### src/sv/detection_track_table_macros.svh
// Assertion macros shared by the detection track table RTL.
// No dependencies; included by the files that carry assertions.
`ifndef DETECTION_TRACK_TABLE_MACROS_SVH
`define DETECTION_TRACK_TABLE_MACROS_SVH

// Property checked on every rising clock edge, skipped during reset
`define DTT_ASSERT(lbl, prop, msg) \
   lbl: assert property (@(posedge clock) disable iff (reset) prop) else $error(msg);

// Property checked on every rising clock edge, reset included
`define DTT_ASSERT_ALWAYS(lbl, prop, msg) \
   lbl: assert property (@(posedge clock) prop) else $error(msg);

`endif

### src/sv/dtt_pkg.sv
// Package for the detection track table: sizes, codes, sequencer states.
// No dependencies; imported by dtt_div, detection_track_table and the testbench.
package dtt_pkg;

   localparam int TABLE_ENTRIES = 16;
   localparam int SLOT_W        = $clog2(TABLE_ENTRIES);
   localparam int CNT_W         = $clog2(TABLE_ENTRIES + 1);

   // divider sizes
   localparam int DIV_NUM_W = 34;
   localparam int DIV_DEN_W = 23;
   localparam int DIV_CNT_W = $clog2(DIV_NUM_W + 1);

   // request kinds
   localparam logic [1:0] KIND_DETECT = 2'd0;
   localparam logic [1:0] KIND_REMOVE = 2'd1;
   localparam logic [1:0] KIND_TICK   = 2'd2;
   localparam logic [1:0] KIND_CLEAR  = 2'd3;

   // response status codes
   localparam logic [2:0] STATUS_UPDATED = 3'd0;
   localparam logic [2:0] STATUS_ADDED   = 3'd1;
   localparam logic [2:0] STATUS_DROPPED = 3'd2;
   localparam logic [2:0] STATUS_REMOVED = 3'd3;
   localparam logic [2:0] STATUS_TICKED  = 3'd4;
   localparam logic [2:0] STATUS_CLEARED = 3'd5;

   // register indexes
   localparam logic [2:0] CSR_MATCH_RADIUS = 3'd0;
   localparam logic [2:0] CSR_MAX_AGE      = 3'd1;
   localparam logic [2:0] CSR_FRAME_AREA   = 3'd2;
   localparam logic [2:0] CSR_STAT_LO      = 3'd3;
   localparam logic [2:0] CSR_STAT_HI      = 3'd4;

   typedef enum logic [3:0] {
      ST_IDLE,
      ST_RADIUS,
      ST_SQ_X,
      ST_SQ_Y,
      ST_CMP,
      ST_EVICT,
      ST_PICK,
      ST_MUL_WH,
      ST_DEPTH_GO,
      ST_DEPTH_WAIT,
      ST_MUL_AVG,
      ST_AVG_GO,
      ST_AVG_WAIT,
      ST_WRITE
   } state_type;

   typedef struct packed {
      logic                 start;
      logic [DIV_NUM_W-1:0] num;
      logic [DIV_DEN_W-1:0] den;
   } div_req_type;

endpackage

### src/sv/dtt_div.sv
// Restoring unsigned divider, one quotient bit per cycle.
// Depends on dtt_pkg for widths and the request struct.
module dtt_div
   import dtt_pkg::*;
(
   input  logic                 clock,
   input  logic                 reset,
   input  div_req_type          req,
   output logic                 busy,
   output logic                 done,
   output logic [DIV_NUM_W-1:0] quot
);

   logic [DIV_CNT_W-1:0] cnt_ff;
   logic                 done_ff;
   logic [DIV_DEN_W-1:0] rem_ff;
   logic [DIV_DEN_W-1:0] den_ff;
   logic [DIV_NUM_W-1:0] quot_ff;
   logic [DIV_DEN_W:0]   trial;
   logic                 take;

   // one trial subtract per step
   assign trial = {rem_ff, quot_ff[DIV_NUM_W-1]};
   assign take  = trial >= {1'b0, den_ff};

   // control
   always_ff @(posedge clock) begin
      if (reset) begin
         cnt_ff  <= '0;
         done_ff <= 1'b0;
      end else begin
         done_ff <= 1'b0;
         if (req.start) begin
            cnt_ff <= DIV_CNT_W'(DIV_NUM_W);
         end else if (cnt_ff != '0) begin
            cnt_ff <= cnt_ff - DIV_CNT_W'(1);
            if (cnt_ff == DIV_CNT_W'(1)) begin
               done_ff <= 1'b1;
            end
         end
      end
   end

   // datapath
   always_ff @(posedge clock) begin
      if (req.start) begin
         rem_ff  <= '0;
         den_ff  <= req.den;
         quot_ff <= req.num;
      end else if (cnt_ff != '0) begin
         if (take) begin
            rem_ff <= DIV_DEN_W'(trial - {1'b0, den_ff});
         end else begin
            rem_ff <= trial[DIV_DEN_W-1:0];
         end
         quot_ff <= {quot_ff[DIV_NUM_W-2:0], take};
      end
   end

   assign busy = cnt_ff != '0;
   assign done = done_ff;
   assign quot = quot_ff;

endmodule

### src/sv/detection_track_table.sv
// Detection track table top level: sequencer, entry storage, shared multiplier.
// Depends on dtt_pkg, dtt_div and detection_track_table_macros.svh.
//
// Usage:
//   Requests come in on req_* (valid/ready); one response per request goes out
//   on rsp_* (valid/ready). Registers are to be written on csr_* only while the
//   block is idle; the block itself does not enforce this. csr_ready is always
//   high, unknown indexes are ignored. A detection is compared against the 16
//   entries one at a time through one shared 16x16 multiplier, in three steps
//   per entry (x square, y square, compare). A full table adds an eviction
//   sweep over all entries. The depth estimate, and for an update also the
//   running average, go through the shared bit-serial divider. A remove scans
//   every entry; a tick or a clear answers in the cycle after acceptance.
//   One request is handled at a time: req_ready is high only when the
//   sequencer is idle and the response register is empty. A stalled response
//   holds until rsp_ready; no new request is taken meanwhile.
//   Reset empties the table, zeroes the seconds clock and loads the register
//   defaults; there is no clearing pass.
`include "detection_track_table_macros.svh"

module detection_track_table
   import dtt_pkg::*;
(
   input  logic        clock,
   input  logic        reset,
   // request channel
   input  logic        req_valid,
   output logic        req_ready,
   input  logic [1:0]  req_kind,
   input  logic [6:0]  req_class_id,
   input  logic [10:0] req_pos_x,
   input  logic [10:0] req_pos_y,
   input  logic [10:0] req_box_w,
   input  logic [10:0] req_box_h,
   input  logic [7:0]  req_confidence,
   input  logic        req_stationary_hint,
   // response channel
   output logic        rsp_valid,
   input  logic        rsp_ready,
   output logic [2:0]  rsp_status,
   output logic [3:0]  rsp_slot,
   output logic [15:0] rsp_seen_count,
   output logic [7:0]  rsp_avg_confidence,
   output logic [7:0]  rsp_depth,
   output logic        rsp_stationary,
   output logic [4:0]  rsp_removed_count,
   output logic [4:0]  rsp_entry_count,
   // register write channel
   input  logic        csr_valid,
   output logic        csr_ready,
   input  logic [2:0]  csr_index,
   input  logic [63:0] csr_data
);

   localparam logic [SLOT_W-1:0] LAST_SLOT = SLOT_W'(TABLE_ENTRIES - 1);

   // registers
   logic [10:0] match_radius_ff;
   logic [15:0] max_age_ff;
   logic [22:0] area_px_ff;
   logic [63:0] stat_lo_ff;
   logic [63:0] stat_hi_ff;

   // entry storage
   logic [TABLE_ENTRIES-1:0] valid_ff;
   logic [6:0]  ent_class_ff [TABLE_ENTRIES];
   logic [10:0] ent_x_ff     [TABLE_ENTRIES];
   logic [10:0] ent_y_ff     [TABLE_ENTRIES];
   logic [7:0]  ent_depth_ff [TABLE_ENTRIES];
   logic        ent_stat_ff  [TABLE_ENTRIES];
   logic [31:0] ent_last_ff  [TABLE_ENTRIES];
   logic [15:0] ent_count_ff [TABLE_ENTRIES];
   logic [7:0]  ent_avg_ff   [TABLE_ENTRIES];
   logic [31:0] now_ff;
   logic [CNT_W-1:0] cnt_ff;

   // latched request
   logic [1:0]  kind_ff;
   logic [6:0]  cls_ff;
   logic [10:0] x_ff;
   logic [10:0] y_ff;
   logic [10:0] w_ff;
   logic [10:0] h_ff;
   logic [7:0]  conf_ff;
   logic        hint_ff;

   // sequencer datapath
   state_type state_ff, state_in;
   logic [SLOT_W-1:0] idx_ff;
   logic              add_ff;
   logic [CNT_W-1:0]  removed_ff;
   logic [31:0]       prod_ff;
   logic [21:0]       rr_ff;
   logic [21:0]       sqx_ff;
   logic [7:0]        depth_ff;
   logic [7:0]        avg_new_ff;

   // response register
   logic        rsp_valid_ff;
   logic [2:0]  rsp_status_ff;
   logic [3:0]  rsp_slot_ff;
   logic [15:0] rsp_seen_ff;
   logic [7:0]  rsp_avg_ff;
   logic [7:0]  rsp_depth_ff;
   logic        rsp_stat_ff;
   logic [4:0]  rsp_removed_ff;
   logic [4:0]  rsp_entries_ff;

   // combinational
   logic        req_fire;
   logic        last;
   logic [10:0] adx;
   logic [10:0] ady;
   logic [15:0] mul_a;
   logic [15:0] mul_b;
   logic [31:0] product;
   logic [22:0] dist_sq;
   logic        match;
   logic        aged;
   logic [15:0] n_new;
   logic [SLOT_W-1:0] free_slot;
   logic        free_found;
   logic        class_stat;
   logic [DIV_NUM_W-1:0] depth_num;
   logic [DIV_NUM_W-1:0] avg_num;
   div_req_type div_req;
   logic        div_busy;
   logic        div_done;
   logic [DIV_NUM_W-1:0] div_quot;

   assign req_fire = req_valid && req_ready;
   assign req_ready = (state_ff == ST_IDLE) && !rsp_valid_ff;
   assign csr_ready = 1'b1;
   assign last = idx_ff == LAST_SLOT;

   // entry read at the scan index
   assign adx = (ent_x_ff[idx_ff] >= x_ff) ? ent_x_ff[idx_ff] - x_ff : x_ff - ent_x_ff[idx_ff];
   assign ady = (ent_y_ff[idx_ff] >= y_ff) ? ent_y_ff[idx_ff] - y_ff : y_ff - ent_y_ff[idx_ff];
   assign dist_sq = {1'b0, sqx_ff} + {1'b0, prod_ff[21:0]};
   assign match = valid_ff[idx_ff] && (ent_class_ff[idx_ff] == cls_ff) &&
                  (dist_sq < {1'b0, rr_ff});
   assign aged = valid_ff[idx_ff] && ((now_ff - ent_last_ff[idx_ff]) >= {16'd0, max_age_ff});
   assign n_new = (ent_count_ff[idx_ff] == 16'hFFFF) ? 16'hFFFF : ent_count_ff[idx_ff] + 16'd1;
   assign class_stat = cls_ff[6] ? stat_hi_ff[cls_ff[5:0]] : stat_lo_ff[cls_ff[5:0]];

   // lowest free slot
   always_comb begin
      free_slot  = '0;
      free_found = 1'b0;
      for (int i = TABLE_ENTRIES - 1; i >= 0; i--) begin
         if (!valid_ff[i]) begin
            free_slot  = SLOT_W'(i);
            free_found = 1'b1;
         end
      end
   end

   // shared multiplier operand select
   always_comb begin
      mul_a = '0;
      mul_b = '0;
      case (state_ff)
         ST_RADIUS: begin
            mul_a = {5'd0, match_radius_ff};
            mul_b = {5'd0, match_radius_ff};
         end
         ST_SQ_X: begin
            mul_a = {5'd0, adx};
            mul_b = {5'd0, adx};
         end
         ST_SQ_Y: begin
            mul_a = {5'd0, ady};
            mul_b = {5'd0, ady};
         end
         ST_MUL_WH: begin
            mul_a = {5'd0, w_ff};
            mul_b = {5'd0, h_ff};
         end
         ST_MUL_AVG: begin
            mul_a = {8'd0, ent_avg_ff[idx_ff]};
            mul_b = n_new - 16'd1;
         end
         default: begin
            mul_a = '0;
            mul_b = '0;
         end
      endcase
   end
   assign product = 32'(mul_a) * 32'(mul_b);

   // divider operands: w*h*2560 / area and the rounded running average
   assign depth_num = DIV_NUM_W'({prod_ff[21:0], 11'd0}) + DIV_NUM_W'({prod_ff[21:0], 9'd0});
   assign avg_num = DIV_NUM_W'(prod_ff[23:0]) + DIV_NUM_W'(conf_ff) + DIV_NUM_W'(n_new[15:1]);

   always_comb begin
      div_req.start = (state_ff == ST_DEPTH_GO) || (state_ff == ST_AVG_GO);
      if (state_ff == ST_DEPTH_GO) begin
         div_req.num = depth_num;
         div_req.den = (area_px_ff == '0) ? DIV_DEN_W'(1) : area_px_ff;
      end else begin
         div_req.num = avg_num;
         div_req.den = {7'd0, n_new};
      end
   end

   dtt_div u_div (
      .clock (clock),
      .reset (reset),
      .req   (div_req),
      .busy  (div_busy),
      .done  (div_done),
      .quot  (div_quot)
   );

   // state register
   always_ff @(posedge clock) begin
      if (reset) begin
         state_ff <= ST_IDLE;
      end else begin
         state_ff <= state_in;
      end
   end

   // next state
   always_comb begin
      state_in = state_ff;
      case (state_ff)
         ST_IDLE: begin
            if (req_fire && (req_kind == KIND_DETECT || req_kind == KIND_REMOVE)) begin
               state_in = ST_RADIUS;
            end
         end
         ST_RADIUS: state_in = ST_SQ_X;
         ST_SQ_X:   state_in = ST_SQ_Y;
         ST_SQ_Y:   state_in = ST_CMP;
         ST_CMP: begin
            if (kind_ff == KIND_DETECT) begin
               if (match) begin
                  state_in = ST_MUL_WH;
               end else if (last) begin
                  state_in = (cnt_ff == CNT_W'(TABLE_ENTRIES)) ? ST_EVICT : ST_PICK;
               end else begin
                  state_in = ST_SQ_X;
               end
            end else begin
               state_in = last ? ST_IDLE : ST_SQ_X;
            end
         end
         ST_EVICT:      state_in = last ? ST_PICK : ST_EVICT;
         ST_PICK:       state_in = free_found ? ST_MUL_WH : ST_IDLE;
         ST_MUL_WH:     state_in = ST_DEPTH_GO;
         ST_DEPTH_GO:   state_in = ST_DEPTH_WAIT;
         ST_DEPTH_WAIT: begin
            if (div_done) begin
               state_in = add_ff ? ST_WRITE : ST_MUL_AVG;
            end
         end
         ST_MUL_AVG:  state_in = ST_AVG_GO;
         ST_AVG_GO:   state_in = ST_AVG_WAIT;
         ST_AVG_WAIT: state_in = div_done ? ST_WRITE : ST_AVG_WAIT;
         ST_WRITE:    state_in = ST_IDLE;
         default:     state_in = ST_IDLE;
      endcase
   end

   // register writes
   always_ff @(posedge clock) begin
      if (reset) begin
         match_radius_ff <= 11'd50;
         max_age_ff      <= 16'd60;
         area_px_ff      <= 23'd921600;
         stat_lo_ff      <= 64'd1657324662872358400;
         stat_hi_ff      <= '0;
      end else if (csr_valid && csr_ready) begin
         case (csr_index)
            CSR_MATCH_RADIUS: match_radius_ff <= csr_data[10:0];
            CSR_MAX_AGE:      max_age_ff      <= csr_data[15:0];
            CSR_FRAME_AREA:   area_px_ff      <= csr_data[22:0];
            CSR_STAT_LO:      stat_lo_ff      <= csr_data;
            CSR_STAT_HI:      stat_hi_ff      <= csr_data;
            default: ;
         endcase
      end
   end

   // control state: valid bits, counts, clock, response handshake
   always_ff @(posedge clock) begin
      if (reset) begin
         valid_ff     <= '0;
         cnt_ff       <= '0;
         now_ff       <= '0;
         rsp_valid_ff <= 1'b0;
      end else begin
         if (rsp_valid_ff && rsp_ready) begin
            rsp_valid_ff <= 1'b0;
         end
         case (state_ff)
            ST_IDLE: begin
               if (req_fire && req_kind == KIND_TICK) begin
                  now_ff       <= now_ff + 32'd1;
                  rsp_valid_ff <= 1'b1;
               end else if (req_fire && req_kind == KIND_CLEAR) begin
                  valid_ff     <= '0;
                  cnt_ff       <= '0;
                  rsp_valid_ff <= 1'b1;
               end
            end
            ST_CMP: begin
               if (kind_ff == KIND_REMOVE) begin
                  if (match) begin
                     valid_ff[idx_ff] <= 1'b0;
                     cnt_ff           <= cnt_ff - CNT_W'(1);
                  end
                  if (last) begin
                     rsp_valid_ff <= 1'b1;
                  end
               end
            end
            ST_EVICT: begin
               if (aged) begin
                  valid_ff[idx_ff] <= 1'b0;
                  cnt_ff           <= cnt_ff - CNT_W'(1);
               end
            end
            ST_PICK: begin
               if (!free_found) begin
                  rsp_valid_ff <= 1'b1;
               end
            end
            ST_WRITE: begin
               if (add_ff) begin
                  valid_ff[idx_ff] <= 1'b1;
                  cnt_ff           <= cnt_ff + CNT_W'(1);
               end
               rsp_valid_ff <= 1'b1;
            end
            default: ;
         endcase
      end
   end

   // payload: request latch, scan datapath, entries, response fields
   always_ff @(posedge clock) begin
      prod_ff <= product;
      case (state_ff)
         ST_IDLE: begin
            if (req_fire) begin
               kind_ff    <= req_kind;
               cls_ff     <= req_class_id;
               x_ff       <= req_pos_x;
               y_ff       <= req_pos_y;
               w_ff       <= req_box_w;
               h_ff       <= req_box_h;
               conf_ff    <= req_confidence;
               hint_ff    <= req_stationary_hint;
               idx_ff     <= '0;
               add_ff     <= 1'b0;
               removed_ff <= '0;
               rsp_status_ff  <= (req_kind == KIND_TICK) ? STATUS_TICKED : STATUS_CLEARED;
               rsp_slot_ff    <= '0;
               rsp_seen_ff    <= '0;
               rsp_avg_ff     <= '0;
               rsp_depth_ff   <= '0;
               rsp_stat_ff    <= 1'b0;
               rsp_removed_ff <= '0;
               rsp_entries_ff <= (req_kind == KIND_CLEAR) ? 5'd0 : 5'(cnt_ff);
            end
         end
         ST_SQ_X: begin
            if (idx_ff == '0) begin
               rr_ff <= prod_ff[21:0];
            end
         end
         ST_SQ_Y: sqx_ff <= prod_ff[21:0];
         ST_CMP: begin
            if (kind_ff == KIND_REMOVE) begin
               if (match) begin
                  removed_ff <= removed_ff + CNT_W'(1);
               end
               if (last) begin
                  rsp_status_ff  <= STATUS_REMOVED;
                  rsp_removed_ff <= 5'(removed_ff + (match ? CNT_W'(1) : CNT_W'(0)));
                  rsp_entries_ff <= 5'(cnt_ff - (match ? CNT_W'(1) : CNT_W'(0)));
               end else begin
                  idx_ff <= idx_ff + SLOT_W'(1);
               end
            end else if (!match) begin
               idx_ff <= last ? '0 : idx_ff + SLOT_W'(1);
            end
         end
         ST_EVICT: begin
            if (aged) begin
               removed_ff <= removed_ff + CNT_W'(1);
            end
            idx_ff <= idx_ff + SLOT_W'(1);
         end
         ST_PICK: begin
            idx_ff <= free_slot;
            add_ff <= 1'b1;
            if (!free_found) begin
               rsp_status_ff  <= STATUS_DROPPED;
               rsp_slot_ff    <= '0;
               rsp_seen_ff    <= '0;
               rsp_avg_ff     <= '0;
               rsp_depth_ff   <= '0;
               rsp_stat_ff    <= 1'b0;
               rsp_removed_ff <= '0;
               rsp_entries_ff <= 5'(cnt_ff);
            end
         end
         ST_DEPTH_WAIT: begin
            if (div_done) begin
               depth_ff <= (div_quot[DIV_NUM_W-1:8] != '0) ? 8'hFF : div_quot[7:0];
            end
         end
         ST_AVG_WAIT: begin
            if (div_done) begin
               avg_new_ff <= div_quot[7:0];
            end
         end
         ST_WRITE: begin
            ent_x_ff[idx_ff]     <= x_ff;
            ent_y_ff[idx_ff]     <= y_ff;
            ent_depth_ff[idx_ff] <= depth_ff;
            ent_last_ff[idx_ff]  <= now_ff;
            rsp_slot_ff          <= 4'(idx_ff);
            rsp_depth_ff         <= depth_ff;
            if (add_ff) begin
               ent_class_ff[idx_ff] <= cls_ff;
               ent_stat_ff[idx_ff]  <= hint_ff || class_stat;
               ent_count_ff[idx_ff] <= 16'd1;
               ent_avg_ff[idx_ff]   <= conf_ff;
               rsp_status_ff        <= STATUS_ADDED;
               rsp_seen_ff          <= 16'd1;
               rsp_avg_ff           <= conf_ff;
               rsp_stat_ff          <= hint_ff || class_stat;
               rsp_removed_ff       <= 5'(removed_ff);
               rsp_entries_ff       <= 5'(cnt_ff + CNT_W'(1));
            end else begin
               ent_stat_ff[idx_ff]  <= hint_ff;
               ent_count_ff[idx_ff] <= n_new;
               ent_avg_ff[idx_ff]   <= avg_new_ff;
               rsp_status_ff        <= STATUS_UPDATED;
               rsp_seen_ff          <= n_new;
               rsp_avg_ff           <= avg_new_ff;
               rsp_stat_ff          <= hint_ff;
               rsp_removed_ff       <= '0;
               rsp_entries_ff       <= 5'(cnt_ff);
            end
         end
         default: ;
      endcase
   end

   assign rsp_valid          = rsp_valid_ff;
   assign rsp_status         = rsp_status_ff;
   assign rsp_slot           = rsp_slot_ff;
   assign rsp_seen_count     = rsp_seen_ff;
   assign rsp_avg_confidence = rsp_avg_ff;
   assign rsp_depth          = rsp_depth_ff;
   assign rsp_stationary     = rsp_stat_ff;
   assign rsp_removed_count  = rsp_removed_ff;
   assign rsp_entry_count    = rsp_entries_ff;

   // checks
   `DTT_ASSERT(a_count_tracks_valid, cnt_ff == CNT_W'($countones(valid_ff)), "entry count out of step with valid bits")
   `DTT_ASSERT(a_idle_div_quiet, (state_ff == ST_IDLE) |-> !div_busy, "divider busy while sequencer idle")
   `DTT_ASSERT(a_no_accept_pending, rsp_valid_ff |-> !req_ready, "request taken while response pending")
   `DTT_ASSERT_ALWAYS(a_div_start_idle, div_req.start |-> !div_busy, "divider restarted while busy")

endmodule

### config.mk
export PLATFORM = sky130hd
export DESIGN_NAME = detection_track_table
export DESIGN_NICKNAME = d
export VERILOG_FILES = /design/src/sv/dtt_pkg.sv /design/src/sv/dtt_div.sv /design/src/sv/detection_track_table.sv
export VERILOG_INCLUDE_DIRS = /design/src /design/src/sv
export SDC_FILE = /design/constraint.sdc
export NUM_CORES = 2
export LEC_CHECK = 0
export ABC_AREA = 1
export ABC_CLOCK_PERIOD_IN_PS = 12900
export BUFFER_PORTS_ARGS = -buffer_cell sky130_fd_sc_hd__buf_2
export CORE_AREA = 2 2 343 599
export CTS_CLUSTER_SIZE = 16
export DETAILED_ROUTE_END_ITERATION = 8
export DIE_AREA = 0 0 345 601
export PLACE_DENSITY_LB_ADDON = 0.05
export SLEW_MARGIN = 0
export SYNTH_ARGS = -nofsm -noshare
export SYNTH_HDL_FRONTEND = slang
export SYNTH_SLANG_ARGS = --single-unit
### constraint.sdc
create_clock -name clock -period 12.9 [get_ports clock]
set_input_delay 0 -clock clock [delete_from_list [all_inputs] [get_ports clock]]
set_output_delay 0 -clock clock [all_outputs]
set_load 0.01 [all_outputs]
# After elaboration in Yosys (flattened, before gate mapping)
# Memory sizes are Yosys's and may differ from the RTL's. A register that Yosys moved wholly into a read port is not among the register bits.
# Index checks and enable logic that the tools add are counted.
[op_classes]
order_cmp = 8
n_reduce_logical = 50
muxes = 149
eq_ne = 39
multipliers = 1
n_addsub = 20
n_bitwise = 7
[op_table]
columns = ["operator", "n"]
rows = [
  ["two-way mux 16 bit", 11],
  ["two-way mux 4 bit", 31],
  ["two-way mux 5 bit", 19],
  ["one-hot mux 16 bit (5 select lines)", 1],
  ["two-way mux 34 bit", 2],
  ["one-hot mux 16 bit (4 select lines)", 1],
  ["one-hot mux 5 bit (4 select lines)", 3],
  ["two-way mux 57 bit", 1],
  ["one-hot mux 11 bit (5 select lines)", 1],
  ["one-hot mux 4 bit (13 select lines)", 1],
  ["one-hot mux 16 bit (3 select lines)", 1],
  ["one-hot mux 8 bit (3 select lines)", 2],
  ["two-way mux 23 bit", 2],
  ["subtractor 11 bit", 4],
  ["two-way mux 1 bit", 43],
  ["adder 33 x 31 -> 34 bit", 1],
  ["adder 32 x 1 -> 32 bit (second input constant)", 1],
  [">= comparator 32 x 16 -> 1 bit", 1],
  ["two-way mux 8 bit", 4],
  ["subtractor 32 bit", 1],
  ["equality test 4 bit (second input constant)", 7],
  ["adder 25 x 15 -> 26 bit", 1],
  ["nonzero test 26 bit", 1],
  ["adder 24 x 8 -> 25 bit", 1],
  ["other kinds (70)", 133],
]
[totals]
n_memories = 6
inputBits = 134
mem_bits_rw = 1360
wordCells = 321
ff_bits = 529
out_inout_bits = 53
[memory_table]
columns = ["name", "depth", "word_bits", "rd", "rd_ports_with_merged_regs", "wr", "line_no", "source"]
rows = [
  ["ent_last_ff", 16, 32, 1, 1, 1, "detection_track_table.sv:71", "logic [31:0] ent_last_ff [TABLE_ENTRIES];"],
  ["ent_count_ff", 16, 16, 1, 1, 1, "detection_track_table.sv:72", "logic [15:0] ent_count_ff [TABLE_ENTRIES];"],
  ["ent_x_ff", 16, 11, 1, 1, 1, "detection_track_table.sv:67", "logic [10:0] ent_x_ff [TABLE_ENTRIES];"],
  ["ent_y_ff", 16, 11, 1, 1, 1, "detection_track_table.sv:68", "logic [10:0] ent_y_ff [TABLE_ENTRIES];"],
  ["ent_avg_ff", 16, 8, 1, 1, 1, "detection_track_table.sv:73", "logic [7:0] ent_avg_ff [TABLE_ENTRIES];"],
  ["ent_class_ff", 16, 7, 1, 1, 1, "detection_track_table.sv:66", "logic [6:0] ent_class_ff [TABLE_ENTRIES];"],
]

# Longest topological paths before layout
[depth]
ltp_word = 18
mapped_depth = 60
depth_no_buf = 48

# Hierarchy
# From an unflattened synthesis, not the netlist that was laid out.
[hier_totals]
cells_unflattened = 9061
hier_area_um2 = 91729.2
[modules_own_cells]
columns = ["module", "instances", "seq_area_each_um2", "area_each_um2", "cells_per_inst"]
rows = [
  ["detection_track_table", 1, 51589.5, 86334.1, 8320],
  ["dtt_div", 1, 2312.2, 5395.2, 741],
]

# Least setup slack after synthesis
# Ideal clock, no wire load.
[synth_timing]
kind = "reg2reg"
start = "reg with a tool-made name"
end = "reg prod_ff[22]"
path_buffers = 12
synth_period_minus_slack_ns = 8.828
stages_incl_launch_ff = 55
setup_time_ns = 0.072
t_required_ns = 12.828
setup_slack_ns = 4.072
arrival_time_ns = 8.757
path_cell_list = "dfxtp_1 buf_6 inv_4 buf_4 buf_6 buf_4 buf_4 buf_4 buf_2 buf_2 buf_2 clkbuf_1 o21ai_0 o221ai_1 nand3_1 nand2_1 ha_1 nand2_1 [... 19 more ...] fa_1 inv_1 fa_1 inv_1 fa_1 inv_1 ha_1 nand2_1 o21ai_0 a21oi_1 o21bai_1 nand2_1 nand2_1 nand2_1 nand2_1 a21oi_1 o21ai_0 xor2_1"
[synth_lines]
columns = ["item", "line_no", "source"]
rows = [
  ["to (signal assigned)", "detection_track_table.sv:344", "prod_ff <= product;"],
  ["to (decl)", "detection_track_table.sv:92", "logic [31:0] prod_ff;"],
]

==> run summary <==
Status: complete, no violations
Antenna violations before repair: 12
Cells after synthesis: 8801
Sequential-to-total area share from yosys stat: 0.595
Clock sinks: 1893
Max-slew violation count: 0
Layout cell share with drive strength beyond 1: 0.0768
Core area: 203000 um2
First-pass GRT wire length: 439 mm
Nets: 9676
Post-layout util: 0.507
Area grow syn2layout: 13.5%
Cts bufs inserted: 187
CTS tree: built
Top cells by count, synth: 1599 x edfxtp_1, 1497 x nor2_1, 1110 x o21ai_0, 1037 x nand2_1, 782 x inv_1
Root Buffer: clkbuf_16
Pin count of the biggest net entering global routing: 176
Total negative slack: 0 ns
Die Span Y: 601 um
Buffers and inverters on the worst path: 9
Highest clock rate: 97.1 MHz
CP arrival: 11.01 ns
Cell with the most instances after synthesis: edfxtp_1
Routed vias: 67600
Worst Skew: 0.0431 ns
Crit path time final: 10.30 ns
ANT nets after route: 0
Total grt overflow: 0
CP Capture Type: register
Post-synthesis register bit count: 1893
H-Tree Depth: 4
IO Count: 187
Insertion delay to the later sink of the worst-skew pair: 0.84 ns
Setup slack after layout: 2.60 ns
Period utilisation layout: 0.799
DR WL/cell: 25.1 um
Cell area power density: 159 nW/um2
Remaining DRCs: 0
Critical path class: reg -> reg
Top post-synthesis cells by area: edfxtp_1 53%, dfxtp_1 6.5%, nor2_1 6.2%, o21ai_0 6.1%, nand2_1 4.3%
CP most frequent cell: nand2_1
WL final: 300 mm
Syn Area/Cell: 10.3 um2
PortBufs: 185
Fraction of registers with async set or reset after synthesis: 0
Vias in the first global route: 67000
All-Layer GR Usage: 0.284
Synth top area share: 0.530
Slew margin rel.: 0.105
Highest ir drop seen on vdd: 0.113 mV
Worst-path clk slew: 0.06 ns
Via/cell ratio: 5.67
Cell Area, Synth: 90700 um2
Worst Tran Pin Value: 1.33 ns
Final setup fails: 0
Worst stage delay on the critical path: 0.81 ns
Slowest cell on crit path: dfxtp_4
Max cap viols: 0
CTS Buffer Depth: 4
Worst setup SP type: register
HPWL after DPL: 196 mm
RSZ-0062 raised after global routing: false
DIE WIDTH: 345 um
Delay-heaviest family, CP: adder cells
Rows: 219
Placer Congestion: 0.967
Die ar.: 207000 um2
Yosys warnings: 0
Crit Path Max Fanout: 99
Initial DRC count: 4941
Placed cell count: 11300
Drt first pass iters: 8
Leak Pwr: 40.0 nW
Pre-CTS setup slack: 2.69 ns
Initial Util: 0.447
Setup bufs post-CTS: 0
Hold Crit Class: in -> reg
Worst EP required: 13.60 ns
EDFF count, synth: 1599
Post-synth top flop: edfxtp_1
Non-Filler Instances: 11900
Dominant cell type by area after synthesis: edfxtp_1
Final hold vios: 0
Yosys cell types: 66
metal layers:
| metal | track usage | routed length [um] | vias to the layer above |
|---|---|---|---|
| li1 | - | - | 31400 |
| met1 | 0.325 | 112000 | 33500 |
| met2 | 0.514 | 154000 | 2068 |
| met3 | 0.0290 | 13500 | 659 |
| met4 | 0.167 | 19900 | 6 |
| met5 | 0 | 30 | - |
what timing repair did:
action,in CTS,in global routing
endpoints found under the hold margin,309,0
resized for setup,0,0
hold buffers,256,0
sequential cells by signal, indices dropped and copies added, names as in the netlist, 64 cells and up, named ones only:
register	flops
stat_lo_ff	64
ent_y_ff	176
ent_count_ff	256
stat_hi_ff	64
ent_class_ff	112
ent_x_ff	176
ent_last_ff	512
ent_avg_ff	128
placed cells by master (no fill, tap or decap), types with 13 or more instances in the layout:
cell           instances
nand3_1              289
o221ai_1             195
edfxtp_1            1599
o211ai_1             166
clkbuf_16            191
nor2_4                41
buf_2                185
a31oi_1               19
and2_1                13
dfxtp_1              290
nor2_2                16
fa_1                 140
inv_1                777
xnor2_1               47
ha_1                 266
clkinv_1              35
buf_4                130
clkinv_2              29
clkbuf_1              45
xor2_1                90
nor4_1                29
nand3_2               14
nand2_1             1037
o21ai_0             1105
a21oi_1              329
bufinv_16             13
o22ai_1              117
dlygate4sd3_1        256
nor3_1                47
nor2_1              1456
nand4_1               60
nand2_2               18
o21ai_1               47
o21bai_1              16
final timing paths:
path                            cells past startpoint                           to  slack [ns]                     from
worst min register to register                      0      avg_new_ff[3]$_DFFE_PP_        0.45  u_div.quot[3]$_DFFE_PP_
worst max register to register                     44          prod_ff[22]$_DFF_P_        2.60                 register
worst min-delay path                                4  stat_hi_ff[25]$_SDFFE_PP0P_        0.04             csr_data[25]
worst max-delay path                               44          prod_ff[22]$_DFF_P_        2.60                 register
power breakdown:
group / leakage [nW] / switching [mW] / internal (mW)
sequential: 18.3 / 0.202 / 6.87
clock: 2.84 / 2.36 / 3.01
combinational: 18.9 / 2.72 / 1.21
cell type report:
type | count | area [um2]
inverters | 801 | 3050
clock buffers | 243 | 5040
multi-input cells | 5674 | 32100
well taps | 2652 | 3320
fillers | 18500 | 99900
flip-flops and latches | 1893 | 53900
diodes | 9 | 22.5
repair buffers | 579 | 4610
clock inverters | 86 | 785
cell families after synthesis:
kind of cell	after synthesis	synth area share
AOI/OAI and AO/OA	2062	0.131
xor gates and xnor gates	137	0.0132
adders and majority gates	406	0.0676
buffers and inverters	1242	0.0549
DFF	1893	0.595
other	2	0.0000828
and+or+nand+nor	3059	0.138
through the flow:
stage               hold slack, ns  power, mW  area (um2)
floorplan                   0.0989       9.69       90700
global placement             0.177       11.0       94500
detailed placement           0.178       11.1       94500
CTS                       0.000163       16.5      103000
global route                0.0279       17.1      103000
finish                      0.0410       16.4      103000
worst min-delay path, stage by stage:
cell and delay, ns:
dlygate4sd3_1 0.52, buf_2 0.14, o21ai_0 0.10, nor2_1 0.08
Note: power is estimated with default switching activity, not from simulation.
